--- src/hw/rtl/qsps_pkg.sv ---
// Package for the query string pair splitter.
// Holds the port item types, the per-item result bundle and the result kinds.
// No dependencies.
package qsps_pkg;

    // Most results one input item can cause
    localparam int unsigned MAX_RES = 4;
    localparam int unsigned CNT_W   = $clog2(MAX_RES + 1);
    localparam int unsigned IDX_W   = $clog2(MAX_RES);

    // Result kinds
    typedef enum logic [2:0] {
        KIND_KEY_BYTE = 3'd0,
        KIND_KEY_END  = 3'd1,
        KIND_VAL_BYTE = 3'd2,
        KIND_VAL_END  = 3'd3,
        KIND_DROP     = 3'd4
    } t_kind;

    // Character codes
    localparam logic [7:0] CH_PLUS    = 8'h2B;
    localparam logic [7:0] CH_SPACE   = 8'h20;
    localparam logic [7:0] CH_EQUALS  = 8'h3D;
    localparam logic [7:0] CH_AMP     = 8'h26;
    localparam logic [7:0] CH_PERCENT = 8'h25;

    typedef struct packed {
        logic [7:0] data_byte;
        logic       final_byte;
    } t_in_item;

    typedef struct packed {
        logic [2:0] kind;
        logic [7:0] out_byte;
        logic       run_end;
        logic       query_end;
    } t_out_item;

    // One result slot inside a bundle
    typedef struct packed {
        logic [2:0] kind;
        logic [7:0] data;
    } t_slot;

    // All results caused by one input item
    typedef struct packed {
        logic [CNT_W-1:0]      cnt;
        logic                  fin;
        t_slot [MAX_RES-1:0]   slot;
    } t_bundle;

    // Append one result; extra results beyond the limit are discarded
    function automatic t_bundle bundle_push(t_bundle bun, t_kind kind, logic [7:0] data);
        t_bundle res;
        res = bun;
        if (bun.cnt < CNT_W'(MAX_RES)) begin
            res.slot[bun.cnt[IDX_W-1:0]].kind = kind;
            res.slot[bun.cnt[IDX_W-1:0]].data = data;
            res.cnt = bun.cnt + CNT_W'(1);
        end
        return res;
    endfunction

endpackage

--- src/hw/rtl/qsps_back.sv ---
// Back end of the query string pair splitter: walks the head bundle, one result
// per cycle unless the output stalls, into the output register. Depends on qsps_pkg.
module qsps_back import qsps_pkg::*; (
    input  logic      i_clk,
    input  logic      i_rst_n,
    input  logic      i_head_valid,
    input  t_bundle   i_head,
    output logic      o_pop,
    output logic      o_out_valid,
    input  logic      i_out_ready,
    output t_out_item o_out_item
);

    logic [IDX_W-1:0] r_idx;
    logic             r_out_valid;
    t_out_item        r_out;
    logic             adv;
    logic             last;

    assign adv  = i_head_valid && (!r_out_valid || i_out_ready);
    assign last = ({1'b0, r_idx} == (i_head.cnt - CNT_W'(1)));
    assign o_pop = adv && last;

    // Slot index within the head bundle
    always_ff @(posedge i_clk) begin
        if (!i_rst_n) begin
            r_idx <= '0;
        end else if (adv) begin
            r_idx <= last ? '0 : r_idx + IDX_W'(1);
        end
    end

    // Output register
    always_ff @(posedge i_clk) begin
        if (!i_rst_n) begin
            r_out_valid <= 1'b0;
        end else if (adv) begin
            r_out_valid <= 1'b1;
        end else if (i_out_ready) begin
            r_out_valid <= 1'b0;
        end
    end

    always_ff @(posedge i_clk) begin
        if (adv) begin
            r_out.kind      <= i_head.slot[r_idx].kind;
            r_out.out_byte  <= i_head.slot[r_idx].data;
            r_out.run_end   <= last;
            r_out.query_end <= last && i_head.fin;
        end
    end

    assign o_out_valid = r_out_valid;
    assign o_out_item  = r_out;

`ifndef SYNTHESIS
    a_idx_in_bundle: assert property (@(posedge i_clk) disable iff (!i_rst_n)
        i_head_valid |-> {1'b0, r_idx} < i_head.cnt)
        else $error("slot index past bundle end");
    a_mid_bundle: assert property (@(posedge i_clk) disable iff (!i_rst_n)
        r_idx != '0 |-> i_head_valid)
        else $error("bundle left part-way with queue empty");
    a_qend_last: assert property (@(posedge i_clk) disable iff (!i_rst_n)
        r_out_valid && r_out.query_end |-> r_out.run_end)
        else $error("query end on a result that does not end its run");
`endif

endmodule

--- config.mk ---
export PLATFORM = sky130hd
export DESIGN_NAME = qsps_back
export DESIGN_NICKNAME = d
export VERILOG_FILES = /design/src/hw/rtl/qsps_pkg.sv /design/src/hw/rtl/qsps_back.sv
export SDC_FILE = /design/constraint.sdc
export NUM_CORES = 1
export LEC_CHECK = 0
export ABC_AREA = 1
export BUFFER_PORTS_ARGS = -buffer_cell sky130_fd_sc_hd__buf_2
export CORE_MARGIN = 3
export CORE_UTILIZATION = 45
export CTS_BUF_LIST = sky130_fd_sc_hd__clkbuf_8
export DETAILED_ROUTE_END_ITERATION = 10
export PLACE_DENSITY_LB_ADDON = 0.05
export SETUP_SLACK_MARGIN = 0.1
export SYNTH_ARGS = -nofsm -noshare
export SYNTH_HDL_FRONTEND = slang
export SYNTH_SLANG_ARGS = --single-unit
--- constraint.sdc ---
create_clock -name i_clk -period 3.64 [get_ports i_clk]
set_clock_uncertainty 0.1 [all_clocks]
set_input_delay 0.364 -clock i_clk [delete_from_list [all_inputs] [get_ports i_clk]]
set_output_delay 0.364 -clock i_clk [all_outputs]
set_load 0.01 [all_outputs]
==> results.md <==
- Crit. Startpoint: r_idx[0]
- Total Routing Usage GR: 17.6%
- Maximum vdd ir drop: 0.262 mV
- Worst Slack Setup Final: 1300 ps
- YS warnings: 0
- Max Fanout on Critical Path: 26
- Dpl ws: 1580 ps
- Setup TNS: 0 ps
- Syn avg cell area: 8.54 um^2
- Antenna Nets Post-Route: 0
- Clock buffer depth: 2
- Setup crit end: o_pop
- Final Max Tran Viols: 0
- R2r startpoint: r_idx[0]
- CP arrival: 1870 ps
- Initial drt markers: 21
- Reg-to-reg setup timing slack: 1850 ps
- ANT cells: 0
- Initial antenna violation count: 0
- Post-CTS Setup Bufs: 0
- Final Hold Fails: 0
- Core footprint: 1840 um^2
- Routed len/inst: 12.4 um
- Yosys cell types: 21
- Post_cts resized: 0
- Clock group share of total power: 30.1%
- Clock Pin Slew Worst Setup and Hold Paths: 70 ps
- Die Wd: 51.7 um
- Reg-to-Reg End: o_out_item[6]
- Startpoint Class: flip-flop
- Mapped Cells: 110
- Cts bufs inserted: 3
- Kind of critical path: reg -> out
- Pre-Repair DR Iteration Count: 5
- Drc violations: 0
- Net Sw Frac: 28.1%
- Cts hold-fix bufs: 0
- FP Rows: 15
- Leak: 0.000642 uW
- Max-slew headroom: 45.6%
- Syn nets: 163
- Buffers on Ports: 66
- Worst-Margin Slew: 815 ps
- Final cell count without fillers: 198
- Netlist Area Pre-Place: 940 um^2
- Final WL: 2460 um
- Fin crit period: 2340 ps
- MaxCap Viol Count: 0
- Share of power burned in registers: 45.7%
- Worst min path class: in -> reg
- Layout cells sized above 1: 45.1%
- Initial Util: 51.1%
- Clk root buf: clkbuf_8
- Vias in the first global route: 846
- RSZ-0062 raised after global routing: no
- Area Growth Syn to Fin: 38.3%
- CP required: 3180 ps
- Total power per unit cell area: 404 nW/um^2
- Total Nets Final: 227
- Util after Layout: 70.7%
- Congestion Overflow GR: 0
- Inst Count DP: 194
- WHS: 271 ps
- CTS Sinks: 16
- Post-synthesis sequential area ratio: 47.9%
- Final setup violation count: 0
- NetSw: 148 uW
- Reg2reg path depth: 3
- Vias post-DR: 979
- Tcrit/Tclk final: 64.3%
- Die area: 2670 um^2
- Power share of the combinational group: 24.2%
- Clk_lat worst skew: 240 ps
- # fillers: 166
- CTS tree: built
- Height of the chip: 51.7 um
- Largest net degree at the start of global routing: 27
- First-pass GRT wire length: 3540 um
- Critical path endpoint category: output pin
- Internal power: 378 uW
- Fmax: 428 MHz
- Post-synthesis register bit count: 16
- Top Ports: 67
- Vias per cell: 4.94
- H-tree levels: 1
- Routability cong.: 0.768
- Outcome: complete, no violations
layer usage:
metal / track usage, % / wire, um / vias up / share of wire, %
met3: 5.73 / 313 / 2 / 13
met4: 7.86 / 17 / 0 / 0.69
met2: 28.6 / 1120 / 53 / 46
li1: - / - / 502 / -
met1: 21.0 / 1010 / 422 / 41
met5: 0 / 0 / - / 0
power groups by stage:
stage	registers, uW	logic [uW]	clock network (uW)
global route	243	142	165
global placement	244	122	0
detailed placement	244	127	0
CTS	240	127	157
finish	240	127	158
floorplan	244	83.1	0
worst max-delay path, cell delays in order (launching register included):
cell and delay, ps:
dfxtp_1 850, inv_4 240, nand2_2 120, nand2_2 60, nor2_4 90, nand3_2 80, inv_1 70, buf_2 120
cells in the mapped netlist:
cell type | instances | share of area, %
o21ai_0 | 14 | 7.5
inv_1 | 8 | 3.2
nand2_2 | 4 | 2.7
nand3_2 | 1 | 1.1
nor2_4 | 1 | 1.2
xnor2_1 | 1 | 0.93
a21boi_0 | 1 | 0.80
nand2_1 | 7 | 2.8
inv_2 | 1 | 0.40
nor2_1 | 25 | 10
o22ai_1 | 11 | 7.3
dfxtp_1 | 3 | 6.4
xor2_1 | 1 | 0.93
buf_6 | 3 | 3.6
o21ai_1 | 9 | 4.8
edfxtp_1 | 13 | 42
buf_2 | 3 | 1.6
inv_4 | 1 | 0.67
nand3_1 | 1 | 0.53
ha_1 | 1 | 1.3
buf_4 | 1 | 0.80
cell usage in the layout (no fill, tap or decap), types with 3 or more instances in the layout:
cell type	n
o21ai_0	14
clkbuf_8	4
inv_1	8
nor2_1	25
o22ai_1	11
nand2_1	7
o21ai_1	9
buf_2	66
dfxtp_1	3
nand2_2	4
edfxtp_1	13
cell type report:
cell class                 instances  area, um^2  share of cell area, %
timing repair buffer              66         330                   25.4
clock buffer                       4        55.1                   4.23
multi-input combinational         77         393                   30.2
inverter                          10        40.0                   3.08
tap                               25        31.3                   2.41
sequential                        16         450                   34.6
sequential cells by signal (all words and copies together) (netlist names):
name         count
o_out_item      13
r_idx            2
o_out_valid      1
worst min path at each step:
stage                start     endpoint  slack [ps]  depth (start not counted)
5_1_grt            i_rst_n  o_out_valid         290                          2
4_1_cts            i_rst_n     r_idx[1]         270                          3
3_5_place_dp   o_out_valid  o_out_valid         390                          2
6_report           i_rst_n     r_idx[1]         270                          3
2_1_floorplan      i_rst_n     r_idx[0]         390                          2
3_3_place_gp   o_out_valid  o_out_valid         380                          2
per-stage QoR:
stage                     cell area, um^2  total power (uW)
after floorplan                       940               327
after global placement               1240               365
after detailed placement             1240               371
after CTS                            1300               524
after global routing                 1300               550
final                                1300               525
kinds of logic after synthesis:
logic type	Yosys count	share of synthesized area (%)
xor gates and xnor gates	2	1.86
buffers and inverters	17	10.3
and+or+nand+nor	39	18.2
adders and majority gates	1	1.33
DFF	16	47.9
AOI/OAI and AO/OA	35	20.4
(Power assumes the default switching activity.)
