===== src/hw/rtl/qsps_pkg.sv =====
// Package for the query string pair splitter.
// Holds the port item types, the per-item result bundle and the result kinds.
// No dependencies.
package qsps_pkg;

    // Most results one input item can cause
    localparam int unsigned MAX_RES = 4;
    localparam int unsigned CNT_W   = $clog2(MAX_RES + 1);
    localparam int unsigned IDX_W   = $clog2(MAX_RES);

    // Result kinds
    typedef enum logic [2:0] {
        KIND_KEY_BYTE = 3'd0,
        KIND_KEY_END  = 3'd1,
        KIND_VAL_BYTE = 3'd2,
        KIND_VAL_END  = 3'd3,
        KIND_DROP     = 3'd4
    } t_kind;

    // Character codes
    localparam logic [7:0] CH_PLUS    = 8'h2B;
    localparam logic [7:0] CH_SPACE   = 8'h20;
    localparam logic [7:0] CH_EQUALS  = 8'h3D;
    localparam logic [7:0] CH_AMP     = 8'h26;
    localparam logic [7:0] CH_PERCENT = 8'h25;

    typedef struct packed {
        logic [7:0] data_byte;
        logic       final_byte;
    } t_in_item;

    typedef struct packed {
        logic [2:0] kind;
        logic [7:0] out_byte;
        logic       run_end;
        logic       query_end;
    } t_out_item;

    // One result slot inside a bundle
    typedef struct packed {
        logic [2:0] kind;
        logic [7:0] data;
    } t_slot;

    // All results caused by one input item
    typedef struct packed {
        logic [CNT_W-1:0]      cnt;
        logic                  fin;
        t_slot [MAX_RES-1:0]   slot;
    } t_bundle;

    // Append one result; extra results beyond the limit are discarded
    function automatic t_bundle bundle_push(t_bundle bun, t_kind kind, logic [7:0] data);
        t_bundle res;
        res = bun;
        if (bun.cnt < CNT_W'(MAX_RES)) begin
            res.slot[bun.cnt[IDX_W-1:0]].kind = kind;
            res.slot[bun.cnt[IDX_W-1:0]].data = data;
            res.cnt = bun.cnt + CNT_W'(1);
        end
        return res;
    endfunction

endpackage


===== src/hw/rtl/qsps_queue.sv =====
// Short bundle queue between front and back of the query string pair splitter.
// Depends on qsps_pkg.
module qsps_queue import qsps_pkg::*; #(
    parameter int unsigned DEPTH = 4
) (
    input  logic    i_clk,
    input  logic    i_rst_n,
    input  logic    i_push,
    input  t_bundle i_bundle,
    output logic    o_full,
    input  logic    i_pop,
    output logic    o_valid,
    output t_bundle o_head
);

    localparam int unsigned PTR_W = (DEPTH > 1) ? $clog2(DEPTH) : 1;
    localparam int unsigned CNT_Q = $clog2(DEPTH + 1);

    t_bundle            r_mem [DEPTH];
    logic [PTR_W-1:0]   r_wr, n_wr;
    logic [PTR_W-1:0]   r_rd, n_rd;
    logic [CNT_Q-1:0]   r_cnt;

    assign o_full  = (r_cnt == CNT_Q'(DEPTH));
    assign o_valid = (r_cnt != '0);
    assign o_head  = r_mem[r_rd];
    assign n_wr    = (r_wr == PTR_W'(DEPTH - 1)) ? '0 : r_wr + PTR_W'(1);
    assign n_rd    = (r_rd == PTR_W'(DEPTH - 1)) ? '0 : r_rd + PTR_W'(1);

    // Storage, no reset
    always_ff @(posedge i_clk) begin
        if (i_push) begin
            r_mem[r_wr] <= i_bundle;
        end
    end

    // Pointers and fill count
    always_ff @(posedge i_clk) begin
        if (!i_rst_n) begin
            r_wr  <= '0;
            r_rd  <= '0;
            r_cnt <= '0;
        end else begin
            if (i_push) begin
                r_wr <= n_wr;
            end
            if (i_pop) begin
                r_rd <= n_rd;
            end
            if (i_push && !i_pop) begin
                r_cnt <= r_cnt + CNT_Q'(1);
            end else if (!i_push && i_pop) begin
                r_cnt <= r_cnt - CNT_Q'(1);
            end
        end
    end

`ifndef SYNTHESIS
    a_cnt_bound: assert property (@(posedge i_clk) disable iff (!i_rst_n)
        r_cnt <= CNT_Q'(DEPTH))
        else $error("queue count above depth");
    a_no_overflow: assert property (@(posedge i_clk) disable iff (!i_rst_n)
        i_push |-> !o_full)
        else $error("push into full queue");
    a_no_underflow: assert property (@(posedge i_clk) disable iff (!i_rst_n)
        i_pop |-> o_valid)
        else $error("pop from empty queue");
`endif

endmodule


===== config.mk =====
export PLATFORM = sky130hd
export DESIGN_NAME = qsps_queue
export DESIGN_NICKNAME = d
export VERILOG_FILES = /design/src/hw/rtl/qsps_pkg.sv /design/src/hw/rtl/qsps_queue.sv
export SDC_FILE = /design/constraint.sdc
export NUM_CORES = 1
export LEC_CHECK = 0
export BUFFER_PORTS_ARGS = -buffer_cell sky130_fd_sc_hd__buf_2
export CORE_MARGIN = 1.5
export CORE_UTILIZATION = 31
export CTS_CLUSTER_DIAMETER = 150
export DETAILED_ROUTE_END_ITERATION = 10
export GPL_TIMING_DRIVEN = 0
export RECOVER_POWER = 50
export SKIP_CTS_REPAIR_TIMING = 1
export SLEW_MARGIN = 20
export SYNTH_ARGS = -nofsm -noshare
export SYNTH_HDL_FRONTEND = slang
export SYNTH_SLANG_ARGS = --single-unit

===== constraint.sdc =====
create_clock -name i_clk -period 3.65 [get_ports i_clk]
set_clock_uncertainty 0.05 [all_clocks]
set_input_delay 0.1825 -clock i_clk [delete_from_list [all_inputs] [get_ports i_clk]]
set_output_delay 0.1825 -clock i_clk [all_outputs]
set_load 0.01 [all_outputs]

==> impl_metrics.toml <==
[timing]
maxSlewViolCount = 22
fin_setup_tns_ns = 0
finalCritPeriodShare_pct = 72.01
rsz0062_at_grt = "no"
maxSlewHeadroom_pct = -22.20
period_needed_ns = 2.628
final-hold-violation-count = 0
setup_violations = 0
fmax_mhz = 380.5
worst_pin_slew_ns = 1.832

[finish]
nets = 530
areaGrowthSynthToFinish_pct = 27.82
antenna_cells = 0
drive_above_1_share_pct = 30.10

[worst_hold_path]
min_path_type = "primary input to flip-flop"
holdPathEnd = "r_wr[1]$_SDFFE_PN0P_"
hold_depth = 3
hp-start = "i_push"

[pwr]
power.density_mw_per_mm2 = 538.4
p_total_mw = 5.077
switchingPower_mw = 1.074
clockPowerShare_pct = 37.9
p_int_mw = 4.003
p_leak_nw = 3.100
p_comb_share_pct = 9.5
vdd_drop_max_v = 0.0002341
power_frac_seq_pct = 52.6
p_sw_share_pct = 21.15

[clocking]
cts_made_buffers = 21
insertion_delay_ns = 0.48
cts_sinks = 201
cts_tree = "yes"
path_clk_slew_ns = 0.06
htreeDepth = 1
cts.path.max_buffers = 3
cts_root_buf = "clkbuf_16"

[yosys]
synthTopCellsByArea = "edfxtp_1 78%, mux4_2 15%, dfxtp_1 2.4%, ha_1 1.0%, mux2i_1 0.54%"
syn_area_sq_mm = 0.007377
ys_ff_latch = 201
yosysSeqAreaShare_pct = 80.60
synth_top_area_share_pct = 78.15
yosysWarnings = 0
ys_types = 22
syn_inst = 294
synthesis.nets = 353
synth_top_area_cell = "edfxtp_1"
avgSynthCellArea_sq_um = 25.09

[placed_design]
gp_congestion = 0.6550
dp_hpwl_um = 8367
port_buffers = 101

[grt]
grt_max_degree = 28
grt_overflow = 0
grt_first_pass_wirelength_um = 20470
gr-usage-all-layers_pct = 11.06
grt_pass1_vias = 3727
antenna_found_initial = 0

[worst_setup_path]
reg2reg_to = "r_mem[1][30]$_DFFE_PP_"
rr_startpoint = "r_wr[0]$_SDFFE_PN0P_"
crit_slowest_cell = "and2_0"
reg2reg_depth = 3
end_kind = "flip-flop"
cp-start-kind = "flip-flop"
cp_slowest_stage_delay_ns = 1.35
cp_top_family = "simple AND/OR/NAND/NOR gates"
worstPathRequired_ns = 3.77
arrival_ns = 2.74
path_class = "flip-flop to flip-flop"
crit_chain = "ha_1, and2_0, buf_12"
path_max_fanout = 27
r2r_slack_ns = 1.02
path_buf_inv = 1

[detailed_routing]
routedWlPerCell_um = 16.91
drt_iter0_markers = 119
via_per_inst = 4.393
drc = 0
wl_um = 13590
firstDrtPassIters = 4
num_vias = 3532
ant_nets = 0

[outcome]
violations = "max-capacitance violations, max-slew violations"
status = "finished, violations left"

[die]
io_pins = 102
start_util_pct = 31.52
row_count = 56
die_h_um = 157.3
die_w_um = 157.3
fp.coreArea_sq_mm = 0.02340
die_area_sq_mm = 0.02473

[run]
maxCapViolCount = 1
==> state kept, by name, summed over array words and instances, names as in the netlist, named ones only <==
| register | cells |
|---|---|
| r_cnt | 3 |
| r_rd | 2 |
| r_mem | 192 |
| r_wr | 2 |
==> metrics by stage <==
stage | area (sq um) | util (%) | hold WS [ns] | instances | worst slack (ns)
2_1_floorplan | 7377 | - | 0.2314 | 294 | 1.492
3_3_place_gp | 8282 | 35.39 | 0.3427 | 714 | 0.4564
3_5_place_dp | 8372 | 35.77 | 0.3483 | 718 | 1.860
4_1_cts | 9001 | 38.46 | -0.1720 | 755 | 1.336
5_1_grt | 9429 | 40.29 | 0.04223 | 804 | 0.7726
6_report | 9429 | 40.29 | 0.03498 | 804 | 1.022
==> power groups by stage <==
stage	Sequential [mW]	Clock, mW	Combinational, mW
global placement	2.72	0	0.440
global route	2.68	2.08	0.530
floorplan	2.71	0	0.262
finish	2.67	1.93	0.483
CTS	2.67	1.99	0.465
detailed placement	2.72	0	0.463
==> per-layer routing <==
layer	routed length [um]	vias to the layer above	global-route usage (%)
li1	-	1601	-
met5	0	-	0
met2	6911	75	19.38
met3	677	25	2.974
met4	248	0	3.235
met1	5756	1831	13.35
==> cells in the mapped netlist (all sizes together) <==
library cell,instances
o21a,1
edfxtp,192
nor3,1
fa,1
o21ai,1
or3,2
inv,4
nor3b,1
nor2b,5
clkbuf,2
buf,8
nor2,1
mux4,48
mux2i,4
and2,5
xor2,1
a21boi,1
ha,6
dfxtp,9
xnor2,1
==> final cells by class <==
cell class	instances	area [sq um]
multi-input combinational	79	1353
inverter	4	15.01
clock buffer	31	593.1
sequential	201	5946
tap	319	399.1
clock inverter	6	36.28
fill	2153	13970
buffer	10	71.32
timing repair buffer	154	1016
==> cell usage in the layout (no fill, tap or decap) <==
master         instances
edfxtp_1             192
clkbuf_1              57
buf_2                 56
dlygate4sd3_1         49
mux4_2                48
clkbuf_16             21
dfxtp_1                9
ha_1                   6
nor2b_1                5
inv_1                  4
mux2i_1                4
clkinv_2               4
buf_12                 4
buf_6                  3
and2_4                 3
clkbuf_8               3
buf_4                  2
or3_1                  2
and2_0                 2
nor3b_1                1
xnor2_1                1
nor2_1                 1
nor3_1                 1
o21a_1                 1
xor2_1                 1
o21ai_0                1
a21boi_0               1
fa_1                   1
clkinvlp_4             1
clkinv_4               1
==> tightest hold or removal path: cells and delay by family <==
family                 cells  cell delay, ns
muxes                      1            0.09
and+or+nand+nor            1            0.09
buffers and inverters      1            0.16
==> worst max-delay path by stage <==
stage / startpoint / endpoint / cells after the start
after CTS: flip-flop / o_head[26] / 4
final: r_wr[0]$_SDFFE_PN0P_ / r_mem[1][30]$_DFFE_PP_ / 3
after floorplan: r_wr[0]$_SDFFE_PN0P_ / r_mem[3][0]$_DFFE_PP_ / 2
after detailed placement: flip-flop / o_head[26] / 4
after global routing: r_wr[0]$_SDFFE_PN0P_ / r_mem[1][30]$_DFFE_PP_ / 3
after global placement: r_wr[0]$_SDFFE_PN0P_ / r_mem[0][28]$_DFFE_PP_ / 3
==> kinds of logic (layout without fill, tap and decap cells) <==
group	Yosys count	count (layout)	share of synthesized area [%]
buffers and inverters	14	205	1.170
XOR/XNOR	2	2	0.2375
AND/OR/NAND/NOR	15	15	1.238
multiplexers	52	52	15.20
adder cells (fa/ha/maj)	7	7	1.289
AO/OA/AOI/OAI	3	3	0.2714
flip-flops	201	201	80.60
Note: power is estimated with default switching activity, not from simulation.
